$ cat src/rtl/core/pstio_pkg.sv
// ----------------------------------------------------------------------------
// pstio_pkg
// Constants and codes for the scanline pot timer and input block.
// ----------------------------------------------------------------------------
package pstio_pkg;

    localparam int LINES_PER_FRAME = 262;
    localparam int IRQ_LINE_STEP   = 64;

    localparam int LINE_W  = 9;
    localparam int PHASE_W = $clog2(IRQ_LINE_STEP + 1);
    localparam int NUM_POTS = 6;

    localparam logic [LINE_W-1:0]  LINE_LAST  = LINE_W'(LINES_PER_FRAME - 1);
    localparam logic [PHASE_W-1:0] PHASE_LAST = PHASE_W'(IRQ_LINE_STEP - 1);
    localparam logic [PHASE_W-1:0] PHASE_RST  =
        PHASE_W'((LINES_PER_FRAME - 1) % IRQ_LINE_STEP);

    // Operation codes of an input request.
    localparam logic [1:0] OP_TICK  = 2'd0;
    localparam logic [1:0] OP_READ  = 2'd1;
    localparam logic [1:0] OP_WRITE = 2'd2;

    // Configuration register indexes.
    localparam logic [1:0] CFG_ROUNDS  = 2'd0;
    localparam logic [1:0] CFG_COINAGE = 2'd1;
    localparam logic [1:0] CFG_ROUND_T = 2'd2;

    // Misc read selects, from the low two address bits.
    localparam logic [1:0] MISC_POTS    = 2'd0;
    localparam logic [1:0] MISC_LINE    = 2'd1;
    localparam logic [1:0] MISC_ROUNDS  = 2'd2;
    localparam logic [1:0] MISC_COINAGE = 2'd3;

    localparam logic [13:0] ADDR_POT_LATCH = 14'h1800;
    localparam logic [7:0]  READ_XOR       = 8'h3f;

endpackage

$ cat src/rtl/core/pot_scanline_timer_io.sv
// ----------------------------------------------------------------------------
// pot_scanline_timer_io: scanline pot timer, interrupt and input read block.
// The result follows in the next cycle; one request a cycle while not stalled.
// The rate is set by the single update of the state and the result register.
// Synchronous active-low reset: line 261, all flags, latches and samples clear.
// ----------------------------------------------------------------------------
module pot_scanline_timer_io (
    input  logic        i_clk,
    input  logic        i_rst_n,
    // Configuration write port.
    input  logic        i_cfg_we,
    input  logic [1:0]  i_cfg_index,
    input  logic [7:0]  i_cfg_data,
    // Request channel.
    input  logic        i_in_valid,
    output logic        o_in_stall,
    input  logic [1:0]  i_op,
    input  logic [13:0] i_address,
    input  logic [7:0]  i_write_data,
    input  logic [7:0]  i_stick_a_x,
    input  logic [7:0]  i_stick_a_y,
    input  logic [7:0]  i_paddle_a,
    input  logic [7:0]  i_stick_b_x,
    input  logic [7:0]  i_stick_b_y,
    input  logic [7:0]  i_paddle_b,
    input  logic [7:0]  i_switches,
    // Result channel.
    output logic        o_out_valid,
    input  logic        i_out_stall,
    output logic [7:0]  o_read_data,
    output logic        o_irq_level,
    output logic        o_nmi_level,
    output logic [8:0]  o_line_now
);

    // Configuration registers.
    logic [1:0] r_rounds;
    logic [1:0] r_coinage;
    logic [7:0] r_round_time;

    // Timer and interrupt state.
    logic [pstio_pkg::LINE_W-1:0]   r_line,   n_line;
    logic [pstio_pkg::PHASE_W-1:0]  r_phase,  n_phase;
    logic [7:0]                     r_pot [pstio_pkg::NUM_POTS];
    logic [pstio_pkg::NUM_POTS-1:0] r_crossed, n_crossed;
    logic [pstio_pkg::NUM_POTS-1:0] r_latch,   n_latch;
    logic                           r_irq,    n_irq;
    logic                           r_nmi,    n_nmi;

    // Result register.
    logic       r_out_valid;
    logic [7:0] r_read_data, n_read_data;

    logic                           accept;
    logic                           sample_pots;
    logic [7:0]                     pot_in [pstio_pkg::NUM_POTS];
    logic [pstio_pkg::NUM_POTS-1:0] hits;
    logic [7:0]                     sw_val;
    logic [7:0]                     misc_val;

    // The result register frees up in the same cycle it is taken, so a new
    // request is held back only while a result sits there unclaimed.
    assign o_in_stall = r_out_valid & i_out_stall;
    assign accept     = i_in_valid & ~o_in_stall;

    assign pot_in[0] = i_stick_a_x;
    assign pot_in[1] = i_stick_a_y;
    assign pot_in[2] = i_paddle_a;
    assign pot_in[3] = i_stick_b_x;
    assign pot_in[4] = i_stick_b_y;
    assign pot_in[5] = i_paddle_b;

    // Line advance for a tick. The IRQ phase counter runs alongside the line
    // and restarts at line zero, so IRQ fires on each multiple of the step.
    always_comb begin
        if (r_line == pstio_pkg::LINE_LAST) begin
            n_line  = '0;
            n_phase = '0;
        end else begin
            n_line  = r_line + 1'b1;
            n_phase = (r_phase == pstio_pkg::PHASE_LAST) ? '0 : r_phase + 1'b1;
        end
    end

    assign sample_pots = (n_line == '0);

    // Pot crossings only happen on lines 1 to 255. A sampled pot of zero can
    // never match, since line zero is excluded.
    always_comb begin
        for (int i = 0; i < pstio_pkg::NUM_POTS; i++) begin
            hits[i] = (n_line[8] == 1'b0) && (n_line != '0) && (r_pot[i] == n_line[7:0]);
        end
    end

    // Switch read: bit one is ORed with the round-time flag.
    always_comb begin
        sw_val    = i_switches;
        sw_val[1] = i_switches[1] | (r_line > {1'b0, r_round_time});
    end

    always_comb begin
        case (i_address[1:0])
            pstio_pkg::MISC_POTS:    misc_val = {2'b00, r_crossed & r_latch};
            pstio_pkg::MISC_LINE:    misc_val = r_line[7:0];
            pstio_pkg::MISC_ROUNDS:  misc_val = {6'b0, r_rounds};
            pstio_pkg::MISC_COINAGE: misc_val = {6'b0, r_coinage};
            default:                 misc_val = '0;
        endcase
    end

    // Next state and result of one request.
    always_comb begin
        n_crossed   = r_crossed;
        n_latch     = r_latch;
        n_irq       = r_irq;
        n_nmi       = r_nmi;
        n_read_data = '0;
        case (i_op)
            pstio_pkg::OP_TICK: begin
                if (sample_pots) begin
                    n_crossed = '0;
                end else begin
                    n_crossed = r_crossed | hits;
                    if ((hits & r_latch) != '0) begin
                        n_nmi = 1'b1;
                    end
                end
                if (n_phase == '0) begin
                    n_irq = 1'b1;
                end
            end
            pstio_pkg::OP_READ: begin
                if (i_address[13:8] == 6'h08) begin
                    n_read_data = {sw_val[i_address[2:0]], 7'b0};
                end else if (i_address[13:11] == 3'b010) begin
                    n_read_data = misc_val ^ pstio_pkg::READ_XOR;
                end
            end
            pstio_pkg::OP_WRITE: begin
                if (i_address == pstio_pkg::ADDR_POT_LATCH) begin
                    n_latch = i_write_data[pstio_pkg::NUM_POTS-1:0];
                    n_nmi   = 1'b0;
                end else if (i_address[13:8] == 6'h1c) begin
                    n_irq = 1'b0;
                end
            end
            default: begin
                // Unused op code: the state holds and the read byte is zero.
            end
        endcase
    end

    // Configuration writes; an index past the list is ignored.
    always_ff @(posedge i_clk) begin
        if (!i_rst_n) begin
            r_rounds     <= 2'd1;
            r_coinage    <= 2'd1;
            r_round_time <= 8'd92;
        end else if (i_cfg_we) begin
            case (i_cfg_index)
                pstio_pkg::CFG_ROUNDS:  r_rounds     <= i_cfg_data[1:0];
                pstio_pkg::CFG_COINAGE: r_coinage    <= i_cfg_data[1:0];
                pstio_pkg::CFG_ROUND_T: r_round_time <= i_cfg_data;
                default: begin
                end
            endcase
        end
    end

    // State moves only on an accepted request; the line, IRQ and NMI ports
    // read these registers directly, which always match the result held in
    // the result register because both load at the same edge.
    always_ff @(posedge i_clk) begin
        if (!i_rst_n) begin
            r_line    <= pstio_pkg::LINE_LAST;
            r_phase   <= pstio_pkg::PHASE_RST;
            r_crossed <= '0;
            r_latch   <= '0;
            r_irq     <= 1'b0;
            r_nmi     <= 1'b0;
            for (int i = 0; i < pstio_pkg::NUM_POTS; i++) begin
                r_pot[i] <= '0;
            end
        end else if (accept) begin
            r_crossed <= n_crossed;
            r_latch   <= n_latch;
            r_irq     <= n_irq;
            r_nmi     <= n_nmi;
            if (i_op == pstio_pkg::OP_TICK) begin
                r_line  <= n_line;
                r_phase <= n_phase;
                if (sample_pots) begin
                    for (int i = 0; i < pstio_pkg::NUM_POTS; i++) begin
                        r_pot[i] <= pot_in[i];
                    end
                end
            end
        end
    end

    always_ff @(posedge i_clk) begin
        if (!i_rst_n) begin
            r_out_valid <= 1'b0;
        end else if (accept) begin
            r_out_valid <= 1'b1;
        end else if (!i_out_stall) begin
            r_out_valid <= 1'b0;
        end
    end

    always_ff @(posedge i_clk) begin
        if (accept) begin
            r_read_data <= n_read_data;
        end
    end

    assign o_out_valid = r_out_valid;
    assign o_read_data = r_read_data;
    assign o_irq_level = r_irq;
    assign o_nmi_level = r_nmi;
    assign o_line_now  = r_line;

endmodule

$ cat config.mk
export PLATFORM = sky130hd
export DESIGN_NAME = pot_scanline_timer_io
export DESIGN_NICKNAME = d
export VERILOG_FILES = /design/src/rtl/core/pstio_pkg.sv /design/src/rtl/core/pot_scanline_timer_io.sv
export SDC_FILE = /design/constraint.sdc
export NUM_CORES = 1
export LEC_CHECK = 0
export BUFFER_PORTS_ARGS = -buffer_cell sky130_fd_sc_hd__buf_2
export CAP_MARGIN = 15
export CORE_MARGIN = 2
export CORE_UTILIZATION = 30
export CTS_CLUSTER_DIAMETER = 50
export DETAILED_ROUTE_END_ITERATION = 7
export GPL_TIMING_DRIVEN = 0
export SETUP_SLACK_MARGIN = 0.4
export SYNTH_ARGS = -nofsm -noshare
export SYNTH_HDL_FRONTEND = slang
export SYNTH_SLANG_ARGS = --single-unit
$ cat constraint.sdc
create_clock -name i_clk -period 7.6 [get_ports i_clk]
set_input_delay 1.52 -clock i_clk [delete_from_list [all_inputs] [get_ports i_clk]]
set_output_delay 1.52 -clock i_clk [all_outputs]
set_load 0.05 [all_outputs]
==> flow_summary.toml <==
[synthesis]
synth_top_area_share = 0.281
yosysUniqueCellTypes = 83
syn_area_mm2 = 0.00598
synth-seq-area-share = 0.425
syn-num-nets = 719
synth_seq_cells = 99
synth_cells = 613
ys_top_cells_by_area = "edfxtp_1, dfxtp_1, and3_1, xnor2_1, nand2_1"
syn_area_per_cell_um2 = 9.75
synthFlopType = "edfxtp_1"
ys_warn_count = 0
synth_top_cell_by_area = "edfxtp_1"
async_reset_ff_frac = 0
synth_edf_count = 56

[grt]
grt-ovfl-total = 0
grt_antenna_before_repair = 0
grt_use_total = 0.164
grt_pass1_wl_um = 27300
grt_pass1_vias = 4896
grt_max_degree = 55

[layout]
final_core_util = 0.368
diodes = 0
multi_input_area_mm2 = 0.00313
final_cell_mix = "buf_2, edfxtp_1, and3_1, nand2_1, nor2_1"
seq_area_mm2 = 0.00254
nets = 844
area_growth_pct = 20.2
layout-drive-gt1-share = 0.238
final_common_cell = "buf_2"
final.fill_count = 2065

[route]
vias = 5053
final_antenna_net_count = 0
drc_errors = 0
viasPerCell = 5.01
drt_iter0_drc = 368
wl_um = 17100
firstDrtPassIters = 5
wl_per_cell_um = 17.0

[floorplanning]
ios = 116
die_h_um = 145
rows = 51
core-area_mm2 = 0.0195
die_x_um = 145
die_area_mm2 = 0.0211
initial_utilization = 0.306

[critical_path]
cpMaxStageDelayCell = "nor4_1"
rr_worst_depth = 9
crit_fanout = 43
critPathMostFrequentCell = "buf_2"
path_cells = "buf_2 > and2_1 > clkbuf_1 > nor4_1 > clkbuf_2 > o21ai_1 > a21oi_2 > nor2b_2 > nand2b_1 > buf_2 > buf_12"
ff2ff_setup_slack_ns = 4.32
cpPeakStageDelay_ns = 0.44
end_kind = "flop"
worstPathArrival_ns = 3.86
worstSetupPathType = "in -> reg"
crit_path_start_kind = "primary input"
worstPathRequired_ns = 7.64

[clocking]
cts_root_buf = "clkbuf_16"
cts_resized = 0
cts.clk_slew.worst_paths_ns = 0.07
cts_buffers = 9
cts_num_sinks = 99
htree_levels = 3
post_cts_buffers = 0
clock_latency_ns = 0.36
cts_tree = "done"
hold_buffers = 0
clk_path_buf_depth = 2

[timing]
clock.fmax_ghz = 0.262
final-max-slew-violation-count = 0
rsz0062_at_grt = "no"
tns_ns = 0
finalSetupViolations = 0
fin_worst_skew_ns = 0.00670
min_period_ns = 3.82
slew_headroom = 0.517
tightest_slew_ns = 0.718
hold_viol_final = 0
finalCritPeriodShare = 0.503

[placed_design]
portBuffers = 112
dpl.hpwl_um = 13200
place.gp.congestion = 0.914

[power]
pwr_density_cell_mw_per_mm2 = 175
leakagePower_nw = 3.00
ir_drop_mv = 0.109

[outcome]
outcome = "complete, no violations"

[worst_hold_path]
hold_class = "reg -> reg"
whs_path_depth = 2

[job]
maxCapViolCount = 0
-- registers in the layout (all words and copies together), names as in the netlist --
| name | count |
|---|---|
| r_round_time | 8 |
| r_phase | 7 |
| r_rounds | 2 |
| o_out_valid | 1 |
| r_coinage | 2 |
| o_read_data | 8 |
| r_latch | 6 |
| o_line_now | 9 |
| r_crossed | 6 |
| r_pot | 48 |
| o_nmi_level | 1 |
| o_irq_level | 1 |
-- report_power, final --
group	internal, W	switching, W	total (W)
clock	0.000251	0.000201	0.000452
combinational	0.0000826	0.000114	0.000197
sequential	0.000589	0.0000178	0.000607
total	0.000923	0.000333	0.00126
-- cells in the mapped netlist, drive strengths merged (16+ instances only) --
library cell	n
nor2	46
nand2	48
clkbuf	23
and3	54
a21oi	30
xnor2	28
mux2i	16
o21ai	32
nand3	21
dfxtp	43
buf	19
nor2b	20
edfxtp	56
inv	17
-- per-stage QoR --
stage                     setup slack [ns]  cell area [um^2]  cells  power (W)  hold WS (ns)
after CTS                             2.95              7160   1006    0.00126         0.446
after global placement                2.61              6870    990   0.000812         0.430
final                                 3.78              7180   1008    0.00126         0.449
after detailed placement              2.59              6870    990   0.000814         0.438
after global routing                  3.56              7180   1008    0.00131         0.491
after floorplan                       3.49              5980    613   0.000743         0.419
-- per-layer routing --
metal  global-route usage  wire, um  vias to the layer above
met4               0.0510       346                        0
met1                0.229      8200                     2343
met5                    0         0                        -
met2                0.254      7460                      183
met3               0.0374      1080                       23
li1                     -         -                     2504
-- final timing paths --
| path | start | to |
|---|---|---|
| max reg2reg | o_line_now[1]$_SDFFE_PN0P_ | r_pot[2][1]$_SDFFCE_PN0P_ |
| min reg2reg | r_phase[6]$_SDFFE_PN0P_ | r_phase[6]$_SDFFE_PN0P_ |
| min | r_phase[6]$_SDFFE_PN0P_ | r_phase[6]$_SDFFE_PN0P_ |
| max | i_out_stall | r_pot[2][1]$_SDFFCE_PN0P_ |
-- final cells by class --
cell class              count  area share
flip-flops and latches     99       0.354
well taps                 265      0.0462
clock buffers              13      0.0378
multi-input cells         455       0.436
plain buffers              42      0.0334
clock inverters             3     0.00279
repair buffers            114      0.0815
inverters                  17     0.00888
-- worst max-delay path: cells and delay by family --
kind	cells	cell delay (ns)
AO/OA/AOI/OAI	2	0.24
AND/OR/NAND/NOR	4	1.00
buffers and inverters	5	1.06
-- kinds of logic after synthesis --
kind of cell    Yosys count  synth area share
simple gates            256             0.238
compound gates          128             0.154
flops                    99             0.425
buf+inv                  59            0.0509
xor+xnor                 39            0.0662
mux                      21            0.0419
fa+ha+maj                11            0.0230
(Power assumes the default switching activity.)
